===== src/rtl/dctb_pkg.sv =====
// ----------------------------------------------------------------------------
// Daisy chain topology builder package
// Shared sizes, the stored triple layout and the sequencer states.
// ----------------------------------------------------------------------------
package dctb_pkg;

    localparam int MAX_CHAIN = 16;
    localparam int IDX_W     = $clog2(MAX_CHAIN);
    localparam int CNT_W     = $clog2(MAX_CHAIN + 1);
    localparam int ID_W      = 8;
    localparam int NBR_W     = 9;

    localparam logic [NBR_W-1:0] NO_NEIGHBOR_ID = '1;

    typedef struct packed {
        logic [NBR_W-1:0] slave;
        logic [ID_W-1:0]  id;
        logic [NBR_W-1:0] master;
    } triple_t;

    localparam int TRIPLE_W = $bits(triple_t);

    typedef enum logic [3:0] {
        ST_IDLE,
        ST_READ_WAIT,
        ST_SCAN,
        ST_P_WAIT,
        ST_C_READ,
        ST_C_WAIT,
        ST_APPEND,
        ST_T_WAIT,
        ST_REMOVE,
        ST_RM_WAIT,
        ST_DONE
    } state_t;

endpackage


===== src/rtl/daisy_chain_topology_builder.sv =====
// ----------------------------------------------------------------------------
// Daisy chain topology builder
// Orders nodes into a chain from neighbor reports kept in a pending store.
// ----------------------------------------------------------------------------
// A read word passes through a wait state and the done state before its
// result sits in the output register. A report runs a scan of the pending
// store against the chain store; each examined entry is compared with the
// chain entries in turn, and each removal shifts the later entries of the
// store down by one. The scan is repeated once for every append it makes.
// One word is in work at a time; the next is taken as soon as the result
// sits in the output register. Reset (synchronous, active low) seeds the
// chain with the root, empties the pending store and clears the output; no
// clearing pass is needed.
module daisy_chain_topology_builder
    import dctb_pkg::*;
(
    input  logic        aclk,
    input  logic        aresetn,
    // Configuration: root node id.
    input  logic        cfg_we,
    input  logic [7:0]  cfg_wdata,
    // Input words. tdata: master_id[8:0], node_id[16:9], slave_id[25:17],
    // entry_index[29:26], zero fill. tuser: kind.
    input  logic        s_tvalid,
    output logic        s_tready,
    input  logic [31:0] s_tdata,
    input  logic        s_tuser,
    // Result words. tdata: chain_length[4:0], pending_count[9:5],
    // dropped[10], read_id[19:11], zero fill.
    output logic        m_tvalid,
    input  logic        m_tready,
    output logic [23:0] m_tdata
);

    state_t state_reg, state_next;

    logic [ID_W-1:0]  root_reg, root_next;
    logic [CNT_W-1:0] ccount_reg, ccount_next;
    logic [CNT_W-1:0] ptotal_reg, ptotal_next;
    logic             e0_valid_reg, e0_valid_next;
    logic [CNT_W-1:0] scan_reg, scan_next;
    logic [IDX_W-1:0] pos_reg, pos_next;
    logic [CNT_W-1:0] cix_reg, cix_next;
    logic [CNT_W-1:0] k_reg, k_next;
    logic             restart_reg, restart_next;
    logic             c_rd0_reg, c_rd0_next;
    triple_t          p_reg, p_next;
    logic [IDX_W-1:0] idx_reg, idx_next;
    logic             dropped_reg, dropped_next;
    logic [NBR_W-1:0] rid_reg, rid_next;
    logic             m_valid_reg, m_valid_next;
    logic [23:0]      m_data_reg, m_data_next;

    // Memory ports.
    logic             p_we, c_we;
    logic [IDX_W-1:0] p_waddr, p_raddr, c_waddr, c_raddr;
    triple_t          p_wdata, c_wdata;
    logic [TRIPLE_W-1:0] p_rdata, c_rdata;

    dctb_ram #(.WIDTH(TRIPLE_W), .DEPTH(MAX_CHAIN)) u_pending (
        .aclk(aclk), .we(p_we), .waddr(p_waddr), .wdata(p_wdata),
        .raddr(p_raddr), .rdata(p_rdata)
    );

    dctb_ram #(.WIDTH(TRIPLE_W), .DEPTH(MAX_CHAIN)) u_chain (
        .aclk(aclk), .we(c_we), .waddr(c_waddr), .wdata(c_wdata),
        .raddr(c_raddr), .rdata(c_rdata)
    );

    // Until entry 0 is written after a reseed, it reads as the root seed.
    triple_t seed, c_el;
    assign seed = '{slave: NO_NEIGHBOR_ID, id: root_reg, master: NO_NEIGHBOR_ID};
    assign c_el = (c_rd0_reg && !e0_valid_reg) ? seed : triple_t'(c_rdata);

    logic accept, id_hit, is_err, is_dup, take_ok, rm_more, load_out, c_more;
    assign accept   = s_tvalid && s_tready;
    assign id_hit   = p_reg.id == c_el.id;
    // An unknown master on a node other than the root is ignored.
    assign is_err   = (p_reg.master == NO_NEIGHBOR_ID) && (p_reg.id != root_reg);
    assign is_dup   = (p_reg.master == c_el.master) && (p_reg.slave == c_el.slave);
    assign c_more   = cix_reg < ccount_reg;
    // In the tail wait, a report extends the tail; on an empty chain only the
    // root report may start it.
    assign take_ok  = ((state_reg == ST_T_WAIT)
                       ? ((c_el.slave == {1'b0, p_reg.id}) &&
                          ({1'b0, c_el.id} == p_reg.master))
                       : (p_reg.id == root_reg))
                      && (ccount_reg < CNT_W'(MAX_CHAIN));
    assign rm_more  = CNT_W'(k_reg + 1'b1) < ptotal_reg;
    assign load_out = !m_valid_reg || m_tready;

    assign s_tready = (state_reg == ST_IDLE);
    assign m_tvalid = m_valid_reg;
    assign m_tdata  = m_data_reg;

    // Sequencer next state.
    always_comb begin
        state_next = state_reg;
        case (state_reg)
            ST_IDLE:      if (accept) state_next = s_tuser ? ST_READ_WAIT : ST_SCAN;
            ST_READ_WAIT: state_next = ST_DONE;
            ST_SCAN:      state_next = (scan_reg == '0) ? ST_DONE : ST_P_WAIT;
            ST_P_WAIT:    state_next = ST_C_READ;
            ST_C_READ:    state_next = c_more ? ST_C_WAIT : ST_APPEND;
            ST_C_WAIT: begin
                if (!id_hit) begin
                    state_next = ST_C_READ;
                end else if (!is_err && is_dup) begin
                    state_next = ST_REMOVE;
                end else begin
                    state_next = ST_APPEND;
                end
            end
            ST_APPEND: begin
                if (ccount_reg != '0) begin
                    state_next = ST_T_WAIT;
                end else begin
                    state_next = take_ok ? ST_REMOVE : ST_SCAN;
                end
            end
            ST_T_WAIT:    state_next = take_ok ? ST_REMOVE : ST_SCAN;
            ST_REMOVE:    state_next = rm_more ? ST_RM_WAIT : ST_SCAN;
            ST_RM_WAIT:   state_next = ST_REMOVE;
            ST_DONE:      if (load_out) state_next = ST_IDLE;
            default:      state_next = ST_IDLE;
        endcase
    end

    // Datapath, memory controls and the output register.
    always_comb begin
        root_next     = root_reg;
        ccount_next   = ccount_reg;
        ptotal_next   = ptotal_reg;
        e0_valid_next = e0_valid_reg;
        scan_next     = scan_reg;
        pos_next      = pos_reg;
        cix_next      = cix_reg;
        k_next        = k_reg;
        restart_next  = restart_reg;
        c_rd0_next    = c_rd0_reg;
        p_next        = p_reg;
        idx_next      = idx_reg;
        dropped_next  = dropped_reg;
        rid_next      = rid_reg;
        m_valid_next  = m_valid_reg && !m_tready;
        m_data_next   = m_data_reg;
        p_we    = 1'b0;
        p_waddr = ptotal_reg[IDX_W-1:0];
        p_wdata = triple_t'(s_tdata[TRIPLE_W-1:0]);
        p_raddr = '0;
        c_we    = 1'b0;
        c_waddr = ccount_reg[IDX_W-1:0];
        c_wdata = p_reg;
        c_raddr = '0;

        case (state_reg)
            ST_IDLE: begin
                if (accept) begin
                    idx_next     = s_tdata[29:26];
                    c_raddr      = s_tdata[29:26];
                    c_rd0_next   = (s_tdata[29:26] == '0);
                    rid_next     = NO_NEIGHBOR_ID;
                    dropped_next = 1'b0;
                    scan_next    = ptotal_reg;
                    if (!s_tuser) begin
                        if (ptotal_reg < CNT_W'(MAX_CHAIN)) begin
                            p_we        = 1'b1;
                            ptotal_next = ptotal_reg + 1'b1;
                            scan_next   = ptotal_reg + 1'b1;
                        end else begin
                            dropped_next = 1'b1;
                        end
                    end
                end
            end
            ST_READ_WAIT: begin
                if ({1'b0, idx_reg} < ccount_reg) begin
                    rid_next = {1'b0, c_el.id};
                end
            end
            ST_SCAN: begin
                if (scan_reg != '0) begin
                    scan_next = scan_reg - 1'b1;
                    pos_next  = IDX_W'(scan_reg - 1'b1);
                    p_raddr   = IDX_W'(scan_reg - 1'b1);
                end
            end
            ST_P_WAIT: begin
                p_next   = triple_t'(p_rdata);
                cix_next = '0;
            end
            ST_C_READ: begin
                c_raddr    = cix_reg[IDX_W-1:0];
                c_rd0_next = (cix_reg == '0);
            end
            ST_C_WAIT: begin
                if (!id_hit) begin
                    cix_next = cix_reg + 1'b1;
                end else if (!is_err) begin
                    if (is_dup) begin
                        k_next       = {1'b0, pos_reg};
                        restart_next = 1'b0;
                    end else begin
                        // A changed report cuts the chain back to this node.
                        ccount_next = cix_reg;
                    end
                end
            end
            ST_APPEND, ST_T_WAIT: begin
                if (state_reg == ST_APPEND && ccount_reg != '0) begin
                    c_raddr    = IDX_W'(ccount_reg - 1'b1);
                    c_rd0_next = (ccount_reg == CNT_W'(1));
                end else if (take_ok) begin
                    c_we        = 1'b1;
                    ccount_next = ccount_reg + 1'b1;
                    if (ccount_reg == '0) begin
                        e0_valid_next = 1'b1;
                    end
                    k_next       = {1'b0, pos_reg};
                    restart_next = 1'b1;
                end
            end
            ST_REMOVE: begin
                if (rm_more) begin
                    p_raddr = IDX_W'(k_reg + 1'b1);
                end else begin
                    ptotal_next = ptotal_reg - 1'b1;
                    // An append restarts from the newest entry; a duplicate
                    // removal goes on below the removed entry.
                    scan_next   = restart_reg ? CNT_W'(ptotal_reg - 1'b1)
                                              : {1'b0, pos_reg};
                end
            end
            ST_RM_WAIT: begin
                p_we    = 1'b1;
                p_waddr = k_reg[IDX_W-1:0];
                p_wdata = triple_t'(p_rdata);
                k_next  = k_reg + 1'b1;
            end
            ST_DONE: begin
                if (load_out) begin
                    m_valid_next = 1'b1;
                    m_data_next  = {4'b0, rid_reg, dropped_reg, ptotal_reg, ccount_reg};
                end
            end
            default: begin
            end
        endcase

        // A root write reseeds the chain; the user must write it only while idle, as the block does not enforce this.
        if (cfg_we) begin
            root_next     = cfg_wdata;
            ccount_next   = CNT_W'(1);
            e0_valid_next = 1'b0;
        end
    end

    always_ff @(posedge aclk) begin
        if (!aresetn) begin
            state_reg    <= ST_IDLE;
            root_reg     <= '0;
            ccount_reg   <= CNT_W'(1);
            ptotal_reg   <= '0;
            e0_valid_reg <= 1'b0;
            m_valid_reg  <= 1'b0;
        end else begin
            state_reg    <= state_next;
            root_reg     <= root_next;
            ccount_reg   <= ccount_next;
            ptotal_reg   <= ptotal_next;
            e0_valid_reg <= e0_valid_next;
            m_valid_reg  <= m_valid_next;
        end
    end

    always_ff @(posedge aclk) begin
        scan_reg    <= scan_next;
        pos_reg     <= pos_next;
        cix_reg     <= cix_next;
        k_reg       <= k_next;
        restart_reg <= restart_next;
        c_rd0_reg   <= c_rd0_next;
        p_reg       <= p_next;
        idx_reg     <= idx_next;
        dropped_reg <= dropped_next;
        rid_reg     <= rid_next;
        m_data_reg  <= m_data_next;
    end

`ifndef NO_ASSERTIONS
    a_pending_bound: assert property (@(posedge aclk) disable iff (!aresetn)
        ptotal_reg <= CNT_W'(MAX_CHAIN))
        else $error("pending store count beyond its depth");

    a_chain_bound: assert property (@(posedge aclk) disable iff (!aresetn)
        ccount_reg <= CNT_W'(MAX_CHAIN))
        else $error("chain count beyond its depth");

    a_drop_no_read: assert property (@(posedge aclk) disable iff (!aresetn)
        (m_tvalid && m_tdata[10]) |-> (m_tdata[19:11] == NO_NEIGHBOR_ID))
        else $error("dropped report carries a read id");
`endif

endmodule


===== src/rtl/dctb_ram.sv =====
// ----------------------------------------------------------------------------
// Generic RAM
// One write port and one read port with registered read data.
// ----------------------------------------------------------------------------
module dctb_ram #(
    parameter int WIDTH = 8,
    parameter int DEPTH = 16
) (
    input  logic                     aclk,
    input  logic                     we,
    input  logic [$clog2(DEPTH)-1:0] waddr,
    input  logic [WIDTH-1:0]         wdata,
    input  logic [$clog2(DEPTH)-1:0] raddr,
    output logic [WIDTH-1:0]         rdata
);

    logic [WIDTH-1:0] mem [DEPTH];
    logic [WIDTH-1:0] rdata_reg;

    always_ff @(posedge aclk) begin
        if (we) begin
            mem[waddr] <= wdata;
        end
        rdata_reg <= mem[raddr];
    end

    assign rdata = rdata_reg;

endmodule


===== config.mk =====
export PLATFORM = sky130hd
export DESIGN_NAME = daisy_chain_topology_builder
export DESIGN_NICKNAME = d
export VERILOG_FILES = /design/src/rtl/dctb_pkg.sv /design/src/rtl/daisy_chain_topology_builder.sv /design/src/rtl/dctb_ram.sv
export SDC_FILE = /design/constraint.sdc
export NUM_CORES = 1
export LEC_CHECK = 0
export BUFFER_PORTS_ARGS = -buffer_cell sky130_fd_sc_hd__buf_2
export CORE_UTILIZATION = 55
export DETAILED_ROUTE_END_ITERATION = 8
export PLACE_DENSITY_LB_ADDON = 0.08
export SETUP_SLACK_MARGIN = 0.05
export SYNTH_ARGS = -nofsm -noshare
export SYNTH_HDL_FRONTEND = slang
export SYNTH_SLANG_ARGS = --single-unit

===== constraint.sdc =====
create_clock -name aclk -period 5.2 [get_ports aclk]
set_input_delay 0.52 -clock aclk [delete_from_list [all_inputs] [get_ports aclk]]
set_output_delay 0.52 -clock aclk [all_outputs]
set_load 0.1 [all_outputs]

After elaboration in Yosys (flattened, before gate mapping). Memory sizes are Yosys's and may differ from the RTL's. A register that Yosys moved wholly into a read port is not among the register bits. Index checks and enable logic that the tools add are counted.

$add $sub $neg: 7. Order comparisons: 5. Eq/ne operators: 32. Mux-type cells: 70. Bitwise logic cells: 2. Reductions and logical operators: 43.

Operators with widths (number): $mux 5 (18); $mux 26 (2); $mux 4 (13); $pmux 4 s11 (1); $pmux 5 s2 (3); $pmux 5 s3 (2); $ne 2x2->1 const B (12); $mux 1 (21); $add 5x1->5 const B (4); $eq 9x9->1 (2); $mux 9 (2); $pmux 9 s2 (1); $reduce_and 6->1 (3); $eq 4x3->1 const B (4); $eq 8x8->1 (2); $logic_not 5->1 (3); $eq 4x4->1 const B (3); $pmux 4 s3 (1); $lt 5x5->1 (2); $lt 5x5->1 const B (2); $reduce_and 2->1 (5); $reduce_bool 5->1 (2); $sub 5x1->5 const B (2); $eq 8x9->1 (1); 23 further kinds (48).

Register bits: 105. Bits in writable memories: 832. Bits of input ports: 46. Output and inout port bits: 26. Word-level logic and storage cells: 180. Memories: 2.

Memory list: u_chain.mem (depth 16, bits a word 26, read ports 1, clocked after Yosys merged registers in 1, wr ports 1, RTL line dctb_ram.sv:17) `logic [WIDTH-1:0] mem [DEPTH];`; u_pending.mem (depth 16, bits a word 26, read ports 1, clocked after Yosys merged registers in 1, wr ports 1, RTL line dctb_ram.sv:17).

Longest topological paths before layout.
Depth in word-level cells: 12. Depth in mapped cells: 15. Depth with buffers taken out: 12.

Cells and area by module. From an unflattened synthesis, not the netlist that was laid out.

Cells, all modules: 2069. Area, all modules: 39112.5 um^2.

By module, submodules not included: dctb_ram (instances 2, cells each 686, area each 16377.0 um^2, seq. area each 13012.5 um^2); daisy_chain_topology_builder (instances 1, cells each 697, area each 6358.6 um^2, seq. area each 2912.8 um^2).

Worst setup path before layout. No wires, ideal clock.

Path kind: flip-flop to flip-flop. Start: register state_reg[0]. End: memory u_pending.mem[12][0] in the netlist's numbering (enable). Library setup time: 409 ps. Arrival time: 4515 ps. Required time: 4791 ps. Setup slack: 276 ps. Stages on the path, launching flop included: 10. Path buffers: 1. Period minus slack after synthesis: 4924 ps. Cell sequence: dfxtp_1 > buf_2 > nor4_2 > nand2_1 > inv_2 > nand3_1 > nand2_1 > nand2_1 > o32a_1 > nor2_1.

Cells in the longest elaborated chain, start to end: 6. Elaborated cells between the ends (all ways): 8. Those cells by class: eq/ne (1); mux (5); reduce/logical (2).

Ends and longest elaborated chain: start, declared (RTL line daisy_chain_topology_builder.sv:35) `state_t state_reg, state_next;`; start signal, assigned (RTL line daisy_chain_topology_builder.sv:267) `state_reg <= state_next;`; $logic_not 4->1 (*) (RTL line daisy_chain_topology_builder.sv:92) `assign s_tready = (state_reg == ST_IDLE);`; via s_tready (RTL line daisy_chain_topology_builder.sv:25) `output logic s_tready,`; $logic_and 1x1->1 (RTL line daisy_chain_topology_builder.sv:76) `assign accept = s_tvalid && s_tready;`; $mux 1 (RTL line daisy_chain_topology_builder.sv:158) `if (accept) begin`; $pmux 1 s2 (*) (RTL line daisy_chain_topology_builder.sv:156) `case (state_reg)`; $mux 1 (*) (RTL line dctb_ram.sv:21) `if (we) begin`; $mux 1 (implied by the code) (*) (RTL line dctb_ram.sv:22) `mem[waddr] <= wdata;`; end, declared (RTL line dctb_ram.sv:17).

Mark *: on every way through the listed nets, which the timed path passes. The rest lies on a longest branch.

Worst setup path after layout.
Start: register k_reg[0]. End: register u_pending.rdata_reg[10], in the netlist u_pending.rdata[10] (read register of u_pending.mem).

Cells in the longest elaborated chain, start to end: 4.

Ends and longest elaborated chain: start, declared (RTL line daisy_chain_topology_builder.sv:44) `logic [CNT_W-1:0] k_reg, k_next;`; start signal, assigned (RTL line daisy_chain_topology_builder.sv:280) `k_reg <= k_next;`; $add 5x1->5 (*) (RTL line daisy_chain_topology_builder.sv:89) `assign rm_more = CNT_W'(k_reg + 1'b1) < ptotal_reg;`; $lt 5x5->1 (RTL line daisy_chain_topology_builder.sv:89); $mux 4 (*) (RTL line daisy_chain_topology_builder.sv:224) `if (rm_more) begin`; $pmux 4 s2 (*) (RTL line daisy_chain_topology_builder.sv:156); end, declared (RTL line dctb_ram.sv:18) `logic [WIDTH-1:0] rdata_reg;`.

Mark *: on every way between the ends. The rest lies on a longest branch, timed or not. A chain may end at the register's enable or synchronous reset.

==> flow_summary_export.csv <==
group,metric,value,unit
cells_and_area,syn_to_final_growth,12.0,%
drt,wirelength,97.9,mm
yosys,syn_inst,3060,
power_and_ir_drop,p_leak,0.0149,uW
clocking,cts_tree,"built",
yosys,synthXorXnorAreaFrac,0.960,%
cells_and_area,drive_above_1_share,10.8,%
floorplanning,core,0.0719,mm^2
setup_path,critical_path_class,"flip-flop to flip-flop",
setup_path,cp_slowest_cell,"o21ai_4",
clocking,worstSkewPairLatency,650,ps
place,place_congestion,0.863,
yosys,yosysSeqAreaShare,72.1,%
global_routing,antenna_found_initial,1,
setup_path,critical_path_required,5760,ps
run_status,status,"finished clean",
yosys,yosys.area_share.simple,12.9,%
drt,drtPass1Iterations,6,
drt,drt_iter0_drc,2351,
clocking,cts_resized,0,
yosys,synth_adder_area_share,0.686,%
yosys,synth_ff_type,"edfxtp_1",
clocking,clk_pin_slew,60,ps
setup_path,critPathMaxStageDelay,710,ps
yosys,synth-seq-cells,989,
place,place_inst,3963,
global_routing,grt_pass1_vias,24600,
worst_hold_path,hold_path.class,"primary input to flip-flop",
cells_and_area,top_regs,"u_chain.mem (416), u_pending.mem (416)",
yosys,yosys_warnings,0,
power_and_ir_drop,p_total,21700,uW
global_routing,grt_pass1_wl,148,mm
clocking,cts_hold_buf,0,
floorplanning,io_pins,72,
power_and_ir_drop,ir_drop,0.353,mV
yosys,synth_compound_area_share,10.2,%
clocking,cts_max_path_buffers,3,
drt,vias,25100,
sta,min_period_over_period,83.7,%
setup_path,worstPathCellList,"ha_1 > xnor2_1 > inv_1 > ha_1 > a21o_1 > a31oi_1 > a21oi_2 > o21ai_4 > buf_4 > nand2_1 > a32oi_1 > nand4_1 > o21ai_1",
setup_path,cp.arrival,4910,ps
place,numPortBuffers,65,
cells_and_area,final_cells,4144,
yosys,syn_avg_cell_area,13.1,um^2
sta,hold_viol_final,0,
cells_and_area,fin_util,62.6,%
sta,skew,21.4,ps
sta,tightest_slew,1120,ps
clocking,cts_setup_buffers,0,
yosys,ys_async_sr_fraction,0,%
yosys,syn_area,0.0401,mm^2
power_and_ir_drop,power_density,484,mW/mm^2
floorplanning,die_h,272,um
global_routing,overflow,0,
sta,whs,101,ps
drt,viasPerCell,6.05,
clocking,cts_num_sinks,989,
setup_path,start_kind,"flip-flop",
setup_path,path_common_cell,"ha_1",
setup_path,critPathCaptureType,"flip-flop",
setup_path,critPathMaxFanout,17,
floorplanning,fp.dieArea,0.0741,mm^2
sta,setup_tns,0,ps
clocking,htreeDepth,3,
sta,max_freq,230,MHz
drt,avgRoutedWirePerCell,23.6,um
floorplanning,initial_core_util,55.9,%
drt,drc,0,
global_routing,grt_usage,26.6,%
cells_and_area,layout.nets,3181,
sta,period_needed,4350,ps
clocking,cts_made_buffers,98,
sta,rsz0062_at_grt,"no",
job,max_cap_violations,0,
yosys,synthMuxAreaShare,0.427,%
yosys,synthDistinctLibCells,81,
cells_and_area,diodes,0,
floorplanning,die_w,272,um
global_routing,grt_start_max_net_pins,125,
cells_and_area,final_common_cell,"edfxtp_1",
sta,setup_violations,0,
place,hpwl,54.9,mm
cells_and_area,final_cell_mix,"edfxtp_1, nand2_1, nand3_1, a211oi_1, a21oi_1",
drt,antenna_left,0,
yosys,synth-edff-count,913,
floorplanning,rows,98,
sta,max-slew-margin-rel,24.8,%
clocking,cts_root_buffer,"clkbuf_16",
sta,slew_violations,0,
yosys,synth_top_family_by_area,"simple AND/OR/NAND/NOR gates",
-- cell families after synthesis --
logic type / count (synthesis)
multiplexers: 17
AO/OA/AOI/OAI: 585
AND/OR/NAND/NOR: 1156
buffers and inverters: 246
other: 1
XOR/XNOR: 44
adder cells (fa/ha/maj): 22
flip-flops: 989
-- cells in the mapped netlist (8+ instances only) --
library cell | instances | area share, %
edfxtp_1 | 913 | 68
nand2_1 | 712 | 6.7
nand3_1 | 143 | 1.8
a211oi_1 | 137 | 2.6
a21oi_1 | 127 | 1.6
clkbuf_1 | 100 | 0.94
buf_2 | 76 | 0.95
dfxtp_1 | 76 | 3.8
and2_1 | 75 | 1.2
a31oi_1 | 66 | 1.0
nor2_1 | 66 | 0.62
a32oi_1 | 64 | 1.4
a311oi_1 | 52 | 1.1
inv_1 | 45 | 0.42
and2_0 | 36 | 0.56
o21ai_1 | 31 | 0.39
nand4_1 | 29 | 0.45
xnor2_1 | 27 | 0.59
nor3_1 | 26 | 0.32
ha_1 | 22 | 0.69
o21ai_0 | 22 | 0.27
buf_4 | 18 | 0.34
xor2_1 | 17 | 0.37
mux2i_1 | 16 | 0.40
nor2b_1 | 15 | 0.23
nand2b_1 | 11 | 0.17
nor4_1 | 9 | 0.14
a21o_1 | 8 | 0.15
o211ai_1 | 8 | 0.15
o221ai_1 | 8 | 0.17
-- cell type report --
class,count,area (um^2)
clock inverters,26,164
fillers,5418,26900
flip-flops and latches,989,28900
well taps,950,1190
inverters,48,180
clock buffers,155,2830
repair buffers,148,1160
multi-input cells,1828,10500
-- where the power goes --
group	internal, uW	total [uW]	switching [uW]
Combinational	1760	5260	3500
Sequential	9340	9890	558
Clock	3770	6600	2830
-- final timing paths --
path | startpoint | endpoint | slack (ps) | cells past startpoint
max | k_reg[0] | u_pending.rdata[10] | 850 | 13
max reg2reg | k_reg[0] | u_pending.rdata[10] | 850 | 13
min reg2reg | rid_reg[3] | m_tdata[14] | 420 | 0
min | s_tdata[26] | idx_reg[0] | 100 | 1
-- worst max-delay path, delay by kind of cell (launching register included) --
family / cells / cell delay, ps
DFF: 1 / 540
xor gates and xnor gates: 1 / 530
and+or+nand+nor: 2 / 180
adders and majority gates: 2 / 630
buffers and inverters: 2 / 520
AOI/OAI and AO/OA: 6 / 1840
-- layer usage --
layer	vias up	share of wire, %	GRT usage [%]
met2	855	50	45.0
met5	-	0	0
met3	201	5.9	3.31
met4	0	3.3	10.2
li1	11500	-	-
met1	12500	41	35.2
-- stage by stage --
step | setup slack [ps] | area [um^2]
after floorplan | 276 | 40100
after global placement | 996 | 42000
after detailed placement | 918 | 42000
after CTS | 853 | 44900
after global routing | 543 | 44900
final | 850 | 44900
(Power assumes the default switching activity.)
